$ cat src/hdl/clh_pkg.sv
// Package for the console line editor with history.
// Holds key codes, escape phases, sequencer states and parameter defaults.
// No dependencies.
`default_nettype none

package clh_pkg;

   localparam int LINE_BYTES_DEF    = 64;
   localparam int HISTORY_LINES_DEF = 4;

   // console key codes
   localparam logic [7:0] KEY_NUL     = 8'h00;
   localparam logic [7:0] KEY_ESC     = 8'h1b;
   localparam logic [7:0] KEY_BRACKET = 8'h5b;
   localparam logic [7:0] KEY_UP      = 8'h41;
   localparam logic [7:0] KEY_DOWN    = 8'h42;
   localparam logic [7:0] KEY_RIGHT   = 8'h43;
   localparam logic [7:0] KEY_LEFT    = 8'h44;
   localparam logic [7:0] KEY_DEL     = 8'h7f;
   localparam logic [7:0] KEY_BS      = 8'h08;
   localparam logic [7:0] KEY_CR      = 8'h0d;
   localparam logic [7:0] KEY_LF      = 8'h0a;

   // escape sequence phase
   localparam logic [1:0] PH_NORMAL = 2'd0;
   localparam logic [1:0] PH_ESC    = 2'd1;
   localparam logic [1:0] PH_CSI    = 2'd2;

   typedef enum logic [3:0] {
      ST_CLEAR_ALL,
      ST_IDLE,
      ST_RECALL,
      ST_CHECK,
      ST_SHIFT,
      ST_STORE,
      ST_EMIT_RD,
      ST_EMIT_LD,
      ST_EMIT_WAIT,
      ST_CLEAR_LINE
   } state_type;

endpackage

`default_nettype wire

$ cat src/hdl/console_line_editor_history.sv
// Console line editor with deduplicated command history: top level.
// Line buffer and history live in two registered-read RAMs walked by a sequencer.
// Depends on clh_pkg.
//
//  channel | dir | handshake          | payload
//  req     | in  | req_tvalid/tready  | tdata[7:0] rx_byte
//  rsp     | out | rsp_tvalid/tready  | tdata[7:0] line_byte, tlast last_of_line
//
// Edit bytes, escapes and cursor moves are handled in the idle state. A recall copies
// one history entry into the line. CR/LF checks the line, compares it with the newest
// entry and, if the line is new, shifts the history toward the oldest when it is full
// and stores the line; it then emits the line byte by byte with rsp stalls and clears
// it. After reset a clearing pass over the history runs before the first request is taken.
`default_nettype none

module console_line_editor_history
   import clh_pkg::*;
#(
   parameter int LINE_BYTES    = LINE_BYTES_DEF,
   parameter int HISTORY_LINES = HISTORY_LINES_DEF
) (
   input  wire logic       clock,
   input  wire logic       reset,
   input  wire logic       req_tvalid,
   output logic            req_tready,
   input  wire logic [7:0] req_tdata,   // [7:0] rx_byte
   output logic            rsp_tvalid,
   input  wire logic       rsp_tready,
   output logic [7:0]      rsp_tdata,   // [7:0] line_byte
   output logic            rsp_tlast    // last_of_line
);

   localparam int HIST_BYTES = HISTORY_LINES * LINE_BYTES;
   localparam int LAW  = $clog2(LINE_BYTES);
   localparam int HAW  = $clog2(HIST_BYTES);
   localparam int CW   = $clog2(LINE_BYTES + 1);
   localparam int HPW  = $clog2(HISTORY_LINES + 1);
   localparam int CNTW = $clog2(HIST_BYTES + 1);
   localparam logic [HAW-1:0]  LB_H     = HAW'(LINE_BYTES);
   localparam logic [CW-1:0]   LB_C     = CW'(LINE_BYTES);
   localparam logic [CNTW-1:0] LB_N     = CNTW'(LINE_BYTES);
   localparam logic [CNTW-1:0] SHIFT_N  = CNTW'((HISTORY_LINES - 1) * LINE_BYTES);
   localparam logic [CNTW-1:0] ALL_LAST = CNTW'(HIST_BYTES - 1);
   localparam logic [CNTW-1:0] LB_LAST  = CNTW'(LINE_BYTES - 1);
   localparam logic [HPW-1:0]  HL_P     = HPW'(HISTORY_LINES);

   // memories
   logic [7:0] line_mem [LINE_BYTES];
   logic [7:0] hist_mem [HIST_BYTES];

   state_type       state_ff, state_in;
   logic [CNTW-1:0] cnt_ff, cnt_in;
   logic            pvld_ff, pvld_in;
   logic [CNTW-1:0] pcnt_ff;
   logic [7:0]      byte_ff, byte_in;
   logic [CW-1:0]   cursor_ff, cursor_in;
   logic [CW-1:0]   extent_ff, extent_in;
   logic [1:0]      phase_ff, phase_in;
   logic [HPW-1:0]  used_ff, used_in;
   logic [HPW-1:0]  ptr_ff, ptr_in;
   logic [HPW-1:0]  src_ff, src_in;
   logic            ok_ff, ok_in;
   logic            eq_ff, eq_in;
   logic            found_ff, found_in;
   logic [CW-1:0]   len_ff, len_in;
   logic            rsp_valid_ff, rsp_valid_in;
   logic [7:0]      rsp_data_ff, rsp_data_in;
   logic            rsp_last_ff, rsp_last_in;

   logic            lm_we, hm_we;
   logic [LAW-1:0]  lm_raddr, lm_waddr;
   logic [HAW-1:0]  hm_raddr, hm_waddr;
   logic [7:0]      lm_wdata, hm_wdata, lm_rdata_ff, hm_rdata_ff;

   logic [CNTW-1:0] pass_n;
   logic            issue, pass_done, take;
   logic [HPW-1:0]  cmp_idx, down_idx;
   logic            full, push, csr_ok;
   logic [CW-1:0]   cur_m1;

   // shared flags
   always_comb begin
      case (state_ff)
         ST_RECALL, ST_CHECK, ST_STORE: pass_n = LB_N;
         ST_SHIFT:                      pass_n = SHIFT_N;
         default:                       pass_n = '0;
      endcase
      issue     = (cnt_ff < pass_n);
      pass_done = !issue && !pvld_ff;
      take      = (state_ff == ST_IDLE) && req_tvalid;
      full      = (used_ff == HL_P);
      cmp_idx   = full ? HPW'(HISTORY_LINES - 1) : used_ff - HPW'(1);
      push      = (used_ff == '0) || !eq_ff;
      down_idx  = ((HPW+1)'(ptr_ff) + (HPW+1)'(1) < (HPW+1)'(used_ff))
                  ? ptr_ff + HPW'(1) : used_ff - HPW'(1);
      csr_ok    = (cursor_ff != '0) && (cursor_ff < LB_C);
      cur_m1    = cursor_ff - CW'(1);
   end

   // next state
   always_comb begin
      state_in = state_ff;
      unique case (state_ff)
         ST_CLEAR_ALL: begin
            if (cnt_ff == ALL_LAST) state_in = ST_IDLE;
         end
         ST_IDLE: begin
            if (take && req_tdata != KEY_NUL && req_tdata != KEY_ESC) begin
               if (phase_ff == PH_CSI) begin
                  if (req_tdata == KEY_UP && ptr_ff != '0) state_in = ST_RECALL;
                  if (req_tdata == KEY_DOWN && used_ff != '0) state_in = ST_RECALL;
               end else if (!(phase_ff == PH_ESC && req_tdata == KEY_BRACKET) &&
                            (req_tdata == KEY_CR || req_tdata == KEY_LF)) begin
                  state_in = csr_ok ? ST_CHECK : ST_CLEAR_LINE;
               end
            end
         end
         ST_RECALL: begin
            if (pass_done) state_in = ST_IDLE;
         end
         ST_CHECK: begin
            if (pass_done) begin
               if (!ok_ff)     state_in = ST_CLEAR_LINE;
               else if (!push) state_in = ST_EMIT_RD;
               else if (full)  state_in = ST_SHIFT;
               else            state_in = ST_STORE;
            end
         end
         ST_SHIFT: begin
            if (pass_done) state_in = ST_STORE;
         end
         ST_STORE: begin
            if (pass_done) state_in = ST_EMIT_RD;
         end
         ST_EMIT_RD: state_in = ST_EMIT_LD;
         ST_EMIT_LD: state_in = ST_EMIT_WAIT;
         ST_EMIT_WAIT: begin
            if (rsp_tready) state_in = rsp_last_ff ? ST_CLEAR_LINE : ST_EMIT_RD;
         end
         ST_CLEAR_LINE: begin
            if (cnt_ff == LB_LAST) state_in = ST_IDLE;
         end
         default: state_in = ST_IDLE;
      endcase
   end

   // datapath and memory control
   always_comb begin
      cnt_in       = cnt_ff;
      pvld_in      = 1'b0;
      byte_in      = byte_ff;
      cursor_in    = cursor_ff;
      extent_in    = extent_ff;
      phase_in     = phase_ff;
      used_in      = used_ff;
      ptr_in       = ptr_ff;
      src_in       = src_ff;
      ok_in        = ok_ff;
      eq_in        = eq_ff;
      found_in     = found_ff;
      len_in       = len_ff;
      rsp_valid_in = rsp_valid_ff;
      rsp_data_in  = rsp_data_ff;
      rsp_last_in  = rsp_last_ff;
      lm_we        = 1'b0;
      hm_we        = 1'b0;
      lm_waddr     = pcnt_ff[LAW-1:0];
      hm_waddr     = HAW'(pcnt_ff);
      lm_wdata     = '0;
      hm_wdata     = '0;
      lm_raddr     = cnt_ff[LAW-1:0];
      hm_raddr     = HAW'(src_ff) * LB_H + HAW'(cnt_ff);

      unique case (state_ff)
         ST_CLEAR_ALL: begin
            hm_we    = 1'b1;
            hm_waddr = HAW'(cnt_ff);
            lm_we    = (cnt_ff < LB_N);
            lm_waddr = cnt_ff[LAW-1:0];
            cnt_in   = cnt_ff + CNTW'(1);
         end
         ST_IDLE: begin
            cnt_in   = '0;
            ok_in    = 1'b1;
            eq_in    = 1'b1;
            found_in = 1'b0;
            len_in   = LB_C;
            if (take && req_tdata != KEY_NUL) begin
               if (req_tdata == KEY_ESC) begin
                  phase_in = PH_ESC;
               end else if (phase_ff == PH_ESC && req_tdata == KEY_BRACKET) begin
                  phase_in = PH_CSI;
               end else if (phase_ff == PH_CSI) begin
                  phase_in = PH_NORMAL;
                  unique case (req_tdata)
                     KEY_UP: begin
                        if (ptr_ff != '0) begin
                           ptr_in = ptr_ff - HPW'(1);
                           src_in = ptr_ff - HPW'(1);
                        end
                     end
                     KEY_DOWN: begin
                        if (used_ff != '0) begin
                           ptr_in = down_idx;
                           src_in = down_idx;
                        end
                     end
                     KEY_RIGHT: begin
                        if (cursor_ff < extent_ff) cursor_in = cursor_ff + CW'(1);
                     end
                     KEY_LEFT: begin
                        if (cursor_ff != '0) cursor_in = cur_m1;
                     end
                     default: ;
                  endcase
               end else begin
                  phase_in = PH_NORMAL;
                  if (req_tdata == KEY_CR || req_tdata == KEY_LF) begin
                     byte_in = req_tdata;
                  end else if (req_tdata == KEY_DEL || req_tdata == KEY_BS) begin
                     if (cursor_ff != '0) begin
                        cursor_in = cur_m1;
                        extent_in = cur_m1;
                        lm_we     = 1'b1;
                        lm_waddr  = cur_m1[LAW-1:0];
                     end
                  end else if (cursor_ff < LB_C - CW'(1)) begin
                     lm_we     = 1'b1;
                     lm_waddr  = cursor_ff[LAW-1:0];
                     lm_wdata  = req_tdata;
                     cursor_in = cursor_ff + CW'(1);
                     extent_in = cursor_ff + CW'(1);
                  end else begin
                     cursor_in = '0;
                     extent_in = '0;
                  end
               end
            end
         end
         ST_RECALL: begin
            // copy entry into line, find terminated length
            if (issue) begin
               pvld_in = 1'b1;
               cnt_in  = cnt_ff + CNTW'(1);
            end
            if (pvld_ff) begin
               lm_we    = 1'b1;
               lm_wdata = hm_rdata_ff;
               if (!found_ff && hm_rdata_ff == 8'h00) begin
                  found_in = 1'b1;
                  len_in   = CW'(pcnt_ff);
               end
            end
            if (pass_done) begin
               cursor_in = len_ff;
               extent_in = len_ff;
            end
         end
         ST_CHECK: begin
            // terminator check and compare against newest entry in one scan
            hm_raddr = HAW'(cmp_idx) * LB_H + HAW'(cnt_ff);
            if (issue) begin
               pvld_in = 1'b1;
               cnt_in  = cnt_ff + CNTW'(1);
            end
            if (pvld_ff) begin
               if (pcnt_ff < CNTW'(cursor_ff) && lm_rdata_ff == 8'h00) ok_in = 1'b0;
               if (pcnt_ff == CNTW'(cursor_ff) && lm_rdata_ff != 8'h00) ok_in = 1'b0;
               if (lm_rdata_ff != hm_rdata_ff) eq_in = 1'b0;
            end
            if (pass_done) begin
               cnt_in = '0;
               if (ok_ff) begin
                  ptr_in = used_ff;
                  if (push && full) begin
                     src_in = HPW'(HISTORY_LINES - 1);
                  end else if (push) begin
                     src_in  = used_ff;
                     used_in = used_ff + HPW'(1);
                     ptr_in  = used_ff + HPW'(1);
                  end
               end
            end
         end
         ST_SHIFT: begin
            // move every entry but the oldest one slot toward the oldest
            hm_raddr = HAW'(cnt_ff) + LB_H;
            if (issue) begin
               pvld_in = 1'b1;
               cnt_in  = cnt_ff + CNTW'(1);
            end
            if (pvld_ff) begin
               hm_we    = 1'b1;
               hm_wdata = hm_rdata_ff;
            end
            if (pass_done) cnt_in = '0;
         end
         ST_STORE: begin
            if (issue) begin
               pvld_in = 1'b1;
               cnt_in  = cnt_ff + CNTW'(1);
            end
            if (pvld_ff) begin
               hm_we    = 1'b1;
               hm_waddr = HAW'(src_ff) * LB_H + HAW'(pcnt_ff);
               hm_wdata = (pcnt_ff < CNTW'(cursor_ff)) ? lm_rdata_ff : 8'h00;
            end
            if (pass_done) cnt_in = '0;
         end
         ST_EMIT_RD: ;
         ST_EMIT_LD: begin
            rsp_valid_in = 1'b1;
            rsp_last_in  = (cnt_ff == CNTW'(cursor_ff));
            rsp_data_in  = rsp_last_in ? byte_ff : lm_rdata_ff;
         end
         ST_EMIT_WAIT: begin
            if (rsp_tready) begin
               rsp_valid_in = 1'b0;
               cnt_in       = rsp_last_ff ? '0 : cnt_ff + CNTW'(1);
            end
         end
         ST_CLEAR_LINE: begin
            lm_we    = 1'b1;
            lm_waddr = cnt_ff[LAW-1:0];
            cnt_in   = cnt_ff + CNTW'(1);
            if (cnt_ff == LB_LAST) cursor_in = '0;
         end
         default: ;
      endcase
   end

   // control registers
   always_ff @(posedge clock) begin
      if (reset) begin
         state_ff     <= ST_CLEAR_ALL;
         cnt_ff       <= '0;
         pvld_ff      <= 1'b0;
         cursor_ff    <= '0;
         extent_ff    <= '0;
         phase_ff     <= PH_NORMAL;
         used_ff      <= '0;
         ptr_ff       <= '0;
         rsp_valid_ff <= 1'b0;
      end else begin
         state_ff     <= state_in;
         cnt_ff       <= cnt_in;
         pvld_ff      <= pvld_in;
         cursor_ff    <= cursor_in;
         extent_ff    <= extent_in;
         phase_ff     <= phase_in;
         used_ff      <= used_in;
         ptr_ff       <= ptr_in;
         rsp_valid_ff <= rsp_valid_in;
      end
   end

   // payload registers
   always_ff @(posedge clock) begin
      pcnt_ff     <= cnt_ff;
      byte_ff     <= byte_in;
      src_ff      <= src_in;
      ok_ff       <= ok_in;
      eq_ff       <= eq_in;
      found_ff    <= found_in;
      len_ff      <= len_in;
      rsp_data_ff <= rsp_data_in;
      rsp_last_ff <= rsp_last_in;
   end

   // line RAM
   always_ff @(posedge clock) begin
      if (lm_we) line_mem[lm_waddr] <= lm_wdata;
      lm_rdata_ff <= line_mem[lm_raddr];
   end

   // history RAM
   always_ff @(posedge clock) begin
      if (hm_we) hist_mem[hm_waddr] <= hm_wdata;
      hm_rdata_ff <= hist_mem[hm_raddr];
   end

   assign req_tready = (state_ff == ST_IDLE);
   assign rsp_tvalid = rsp_valid_ff;
   assign rsp_tdata  = rsp_data_ff;
   assign rsp_tlast  = rsp_last_ff;

endmodule

`default_nettype wire
$ cat config.mk
export PLATFORM = sky130hd
export DESIGN_NAME = console_line_editor_history
export DESIGN_NICKNAME = d
export VERILOG_FILES = /design/src/hdl/clh_pkg.sv /design/src/hdl/console_line_editor_history.sv
export SDC_FILE = /design/constraint.sdc
export NUM_CORES = 2
export LEC_CHECK = 0
export ABC_AREA = 1
export BUFFER_PORTS_ARGS = -buffer_cell sky130_fd_sc_hd__buf_2
export CAP_MARGIN = 25
export CELL_PAD_IN_SITES_DETAIL_PLACEMENT = 0
export CELL_PAD_IN_SITES_GLOBAL_PLACEMENT = 1
export CORE_MARGIN = 5
export CORE_UTILIZATION = 50
export DETAILED_ROUTE_END_ITERATION = 8
export PLACE_DENSITY_LB_ADDON = 0.1
export SYNTH_ARGS = -nofsm -noshare
export SYNTH_HDL_FRONTEND = slang
export SYNTH_SLANG_ARGS = --single-unit
export TNS_END_PERCENT = 20
$ cat constraint.sdc
create_clock -name clock -period 19.85 [get_ports clock]
set_clock_uncertainty 0.05 [all_clocks]
set_input_delay 1.985 -clock clock [delete_from_list [all_inputs] [get_ports clock]]
set_output_delay 1.985 -clock clock [all_outputs]
set_load 0.005 [all_outputs]
==> impl_results.md <==
- Comb pwr share: 0.208
- Number of setup violations in the final report: 0
- Layout cells sized above 1: 0.0674
- Required arrival time at the worst endpoint: 20.36 ns
- Number of hold violations in the final report: 0
- Main synth FF type: sky130_fd_sc_hd__edfxtp_1
- Hold Crit Depth: 0
- Post CTS Setup Buffer Count: 0
- First-pass GRT wire length: 458 mm
- Minimum clock period after layout: 5.24 ns
- Clk Latency, worst-skew pair: 0.93 ns
- CTS tree: done
- Area enclosed by the die boundary: 226000 um2
- Final #Nets: 8863
- Commonest cells after routing, fill and taps aside: 2589 x sky130_fd_sc_hd__edfxtp_1, 1615 x sky130_fd_sc_hd__nor2_1, 1291 x sky130_fd_sc_hd__o21ai_0
- WL met1: 134 mm
- Total of warnings raised by yosys: 0
- Net switching fraction of the power: 0.313
- Share of the clock period used by the worst path: 0.264
- Achievable clock frequency: 191 MHz
- DRT Pass-1 Iters: 6
- Slew at the pin with the worst max-slew slack: 1.13 ns
- Ratio of routed vias to standard cells: 6.04
- Power Internal: 9.96 mW
- Average instance area after synthesis: 12.0 um2
- Non-filler cells in the finished layout: 11.9k
- Reg2Reg Launch Point: cnt_ff[0]$_SDFFE_PP0P_
- Portion of total power attributed to the clock network: 0.353
- Hold/Removal Path Class: register to register
- Max VDD drop: 105 uV
- Run status: finished, final reports clean
- Arrival time worst endpoint: 5.75 ns
- LEAKAGE: 36.8 nW
- Area of the core region: 215000 um2
- Overall via count from detail_route: 71.7k
- Clock Pin Slew Worst Setup and Hold Paths: 0.06 ns
- Filler instances: 17.9k
- Mapped Area: 108000 um2
- CTS hold repair buffers: 0
- Global-route total usage across every layer: 0.272
- Vertical die dimension: 475 um
- Number of levels in the clock H-tree: 5
- Weighted congestion reported at the end of routability-driven placement: 0.873
- Reg-to-reg slack, setup: 14.80 ns
- Placement-stage cell area: 111000 um2
- Cell chosen for the clock root: sky130_fd_sc_hd__clkbuf_16
- Min-Delay Endpoint: pcnt_ff[7]$_DFF_P_
- Layout Area Growth over Synthesis: 10.6%
- WL per Instance: 26.2 um
- FF-to-FF End: hm_rdata_ff[0]$_DFF_P_
- Rel. slew slack: 0.247
- Starting DRT DRC Count: 7766
- Total negative setup slack: 0 ns
- Worst Path Class, Setup: primary input to register
- Final standard cell area without fillers: 120000 um2
- Setup repair after global routing missed its margin: no
- Post-synthesis cell type count: 51
- Gates resized, CTS repair: 0
- Routed length on met3: 25.3 mm
- Routed wire length: 311 mm
- PwrDens: 121 nW/um2
- Number of global-route vias before repair: 68.5k
- Crit-path max FO: 14
- Total clock buffers created by CTS: 294
- Max-capacitance violation count: 0
- Number of synthesized register bits: 2651
- Count of buffers from port buffering: 22
- Number of routed nets with antenna violations: 0
- Top Ports: 23
- Final hold slack: 0.359 ns
- Placed Cells incl. Taps: 11.4k
- Highest metal layer with signal wires: met4
- Share of flip-flops with an asynchronous set or reset: 0
- Routed met2 length: 143 mm
- Sw Pwr: 4.55 mW
- Number of clock sinks: 2651
- Crit path capture type: register
- Number of max-slew violations in the final report: 0
- Deepest clock path buffer count: 4
- Initial antenna violation count: 5
- Register share of total power: 0.438
- FF-to-FF path depth: 14
- Hpwl dp: 166 mm
- Element type at the critical path start: primary input
- Number of enable-type register cells in the synthesized netlist: 2589
- FP Rows: 170
- Cells after synthesis: 9019
- Die W: 475 um
- Sum of overflow across all layers after global routing: 0
- Hold Crit Start: cnt_ff[7]$_SDFFE_PP0P_
- Post-synthesis sequential area ratio: 0.731
- Commonest non-fill, non-tap cell in the layout: sky130_fd_sc_hd__edfxtp_1
- Synthesized Nets: 9059
- Largest net degree at the start of global routing: 208
- Effective utilization at floorplan: 0.503
- Drc violations: 0
registers in the layout (all words and copies together) (netlist names), 2 cells and up:
signal / flops
state_ff: 4
line_mem: 512
hist_mem: 2048
cnt_ff: 9
len_ff: 7
byte_ff: 8
src_ff: 2
ptr_ff: 3
rsp_tdata: 8
cursor_ff: 7
hm_rdata_ff: 8
phase_ff: 2
used_ff: 3
extent_ff: 7
lm_rdata_ff: 8
pcnt_ff: 9
cells by family (layout without fill, tap and decap cells):
group / Yosys count / in the layout / synth area share
AOI/OAI and AO/OA: 2053 / 2053 / 0.104
xor gates and xnor gates: 21 / 21 / 0.00177
adders and majority gates: 28 / 28 / 0.00324
buffers and inverters: 822 / 841 / 0.0303
DFF: 2651 / 2651 / 0.731
other: 0 / 5 / 0
and+or+nand+nor: 3444 / 3444 / 0.131
layout make-up:
class                           count  area, um2  area share
Clock inverter                    148       1140     0.00954
Timing Repair Buffer              129       1160     0.00973
Clock buffer                      363       7740      0.0648
Antenna cell                        5       12.5    0.000105
Multi-Input combinational cell   5546      26100       0.219
Tap cell                         2838       3550      0.0297
Sequential cell                  2651      79000       0.661
Inverter                          201        787     0.00658
worst max path at each step:
| stage | slack [ns] | start | to |
|---|---|---|---|
| after floorplan | 5.45 | cursor_ff[4]$_SDFFE_PP0P_ | hist_mem[0][4]$_DFFE_PP_ |
| after global placement | 13.80 | req_tdata[2] | line_mem[18][1]$_DFFE_PP_ |
| after detailed placement | 13.78 | req_tdata[2] | line_mem[18][4]$_DFFE_PP_ |
| after CTS | 14.76 | req_tdata[2] | line_mem[58][5]$_DFFE_PP_ |
| after global routing | 14.38 | req_tdata[5] | line_mem[19][7]$_DFFE_PP_ |
| final | 14.61 | req_tdata[2] | line_mem[18][4]$_DFFE_PP_ |
Yosys cell counts (2+ instances only):
cell type / number / area [um2]
sky130_fd_sc_hd__nand3_1: 759 / 3800
sky130_fd_sc_hd__o22ai_1: 585 / 3660
sky130_fd_sc_hd__nor2_1: 1615 / 6060
sky130_fd_sc_hd__nand4_1: 20 / 125
sky130_fd_sc_hd__a211oi_1: 3 / 22.5
sky130_fd_sc_hd__buf_4: 4 / 30.0
sky130_fd_sc_hd__xor2_1: 19 / 166
sky130_fd_sc_hd__buf_6: 6 / 67.6
sky130_fd_sc_hd__ha_1: 28 / 350
sky130_fd_sc_hd__inv_1: 185 / 694
sky130_fd_sc_hd__nor2_2: 11 / 68.8
sky130_fd_sc_hd__nand3_2: 5 / 50.1
sky130_fd_sc_hd__a21oi_1: 119 / 596
sky130_fd_sc_hd__o21ai_1: 4 / 20.0
sky130_fd_sc_hd__nor3_2: 3 / 30.0
sky130_fd_sc_hd__nor4_1: 6 / 37.5
sky130_fd_sc_hd__o21ai_0: 1292 / 6470
sky130_fd_sc_hd__o211ai_1: 10 / 75.1
sky130_fd_sc_hd__buf_2: 98 / 490
sky130_fd_sc_hd__o21a_1: 2 / 15.0
sky130_fd_sc_hd__nand2_2: 9 / 56.3
sky130_fd_sc_hd__or2_2: 4 / 25.0
sky130_fd_sc_hd__clkinv_1: 2 / 7.51
sky130_fd_sc_hd__edfxtp_1: 2589 / 77700
sky130_fd_sc_hd__nor3_1: 9 / 45.0
sky130_fd_sc_hd__clkbuf_1: 457 / 1720
sky130_fd_sc_hd__a21oi_4: 3 / 48.8
sky130_fd_sc_hd__nand2_1: 995 / 3730
sky130_fd_sc_hd__nor2_4: 5 / 56.3
sky130_fd_sc_hd__o32ai_1: 6 / 52.6
sky130_fd_sc_hd__inv_2: 13 / 48.8
sky130_fd_sc_hd__o31ai_1: 8 / 60.1
sky130_fd_sc_hd__a21oi_2: 5 / 43.8
sky130_fd_sc_hd__dfxtp_1: 62 / 1240
sky130_fd_sc_hd__buf_1: 56 / 210
sky130_fd_sc_hd__a31oi_1: 2 / 12.5
sky130_fd_sc_hd__o221ai_1: 6 / 52.6
per-stage QoR:
stage / total power [mW] / setup slack (ns) / utilization
2_1_floorplan: 8.40 / 5.45 / -
3_3_place_gp: 9.43 / 13.80 / 0.514
3_5_place_dp: 9.45 / 13.78 / 0.514
4_1_cts: 14.5 / 14.76 / 0.556
5_1_grt: 15.1 / 14.38 / 0.556
6_report: 14.5 / 14.61 / 0.556
worst max-delay path, cell delays in order:
cell,delay [ns]
sky130_fd_sc_hd__buf_2,0.15
sky130_fd_sc_hd__inv_1,0.11
sky130_fd_sc_hd__nand2_1,0.09
sky130_fd_sc_hd__nor2_1,0.06
sky130_fd_sc_hd__nand2_1,0.11
sky130_fd_sc_hd__nand2_1,0.35
sky130_fd_sc_hd__nor2_2,0.61
sky130_fd_sc_hd__nand2_1,0.12
sky130_fd_sc_hd__nand2_1,0.09
sky130_fd_sc_hd__nand2_1,0.06
sky130_fd_sc_hd__nand2_1,0.13
sky130_fd_sc_hd__nand2_1,0.06
sky130_fd_sc_hd__nand2_1,0.22
sky130_fd_sc_hd__nand4_1,0.72
sky130_fd_sc_hd__nor2_1,0.88
per-layer routing:
| metal | track usage | vias to the layer above |
|---|---|---|
| li1 | - | 32400 |
| met1 | 0.397 | 35800 |
| met2 | 0.419 | 2958 |
| met3 | 0.0511 | 504 |
| met4 | 0.0808 | 0 |
| met5 | 0 | - |
power groups by stage:
stage / combinational [mW] / sequential [mW] / clock, mW
finish: 3.02 / 6.36 / 5.13
global route: 3.32 / 6.37 / 5.44
CTS: 2.99 / 6.36 / 5.20
detailed placement: 2.98 / 6.47 / 0
global placement: 2.96 / 6.47 / 0
floorplan: 1.99 / 6.40 / 0
(Power assumes the default switching activity.)
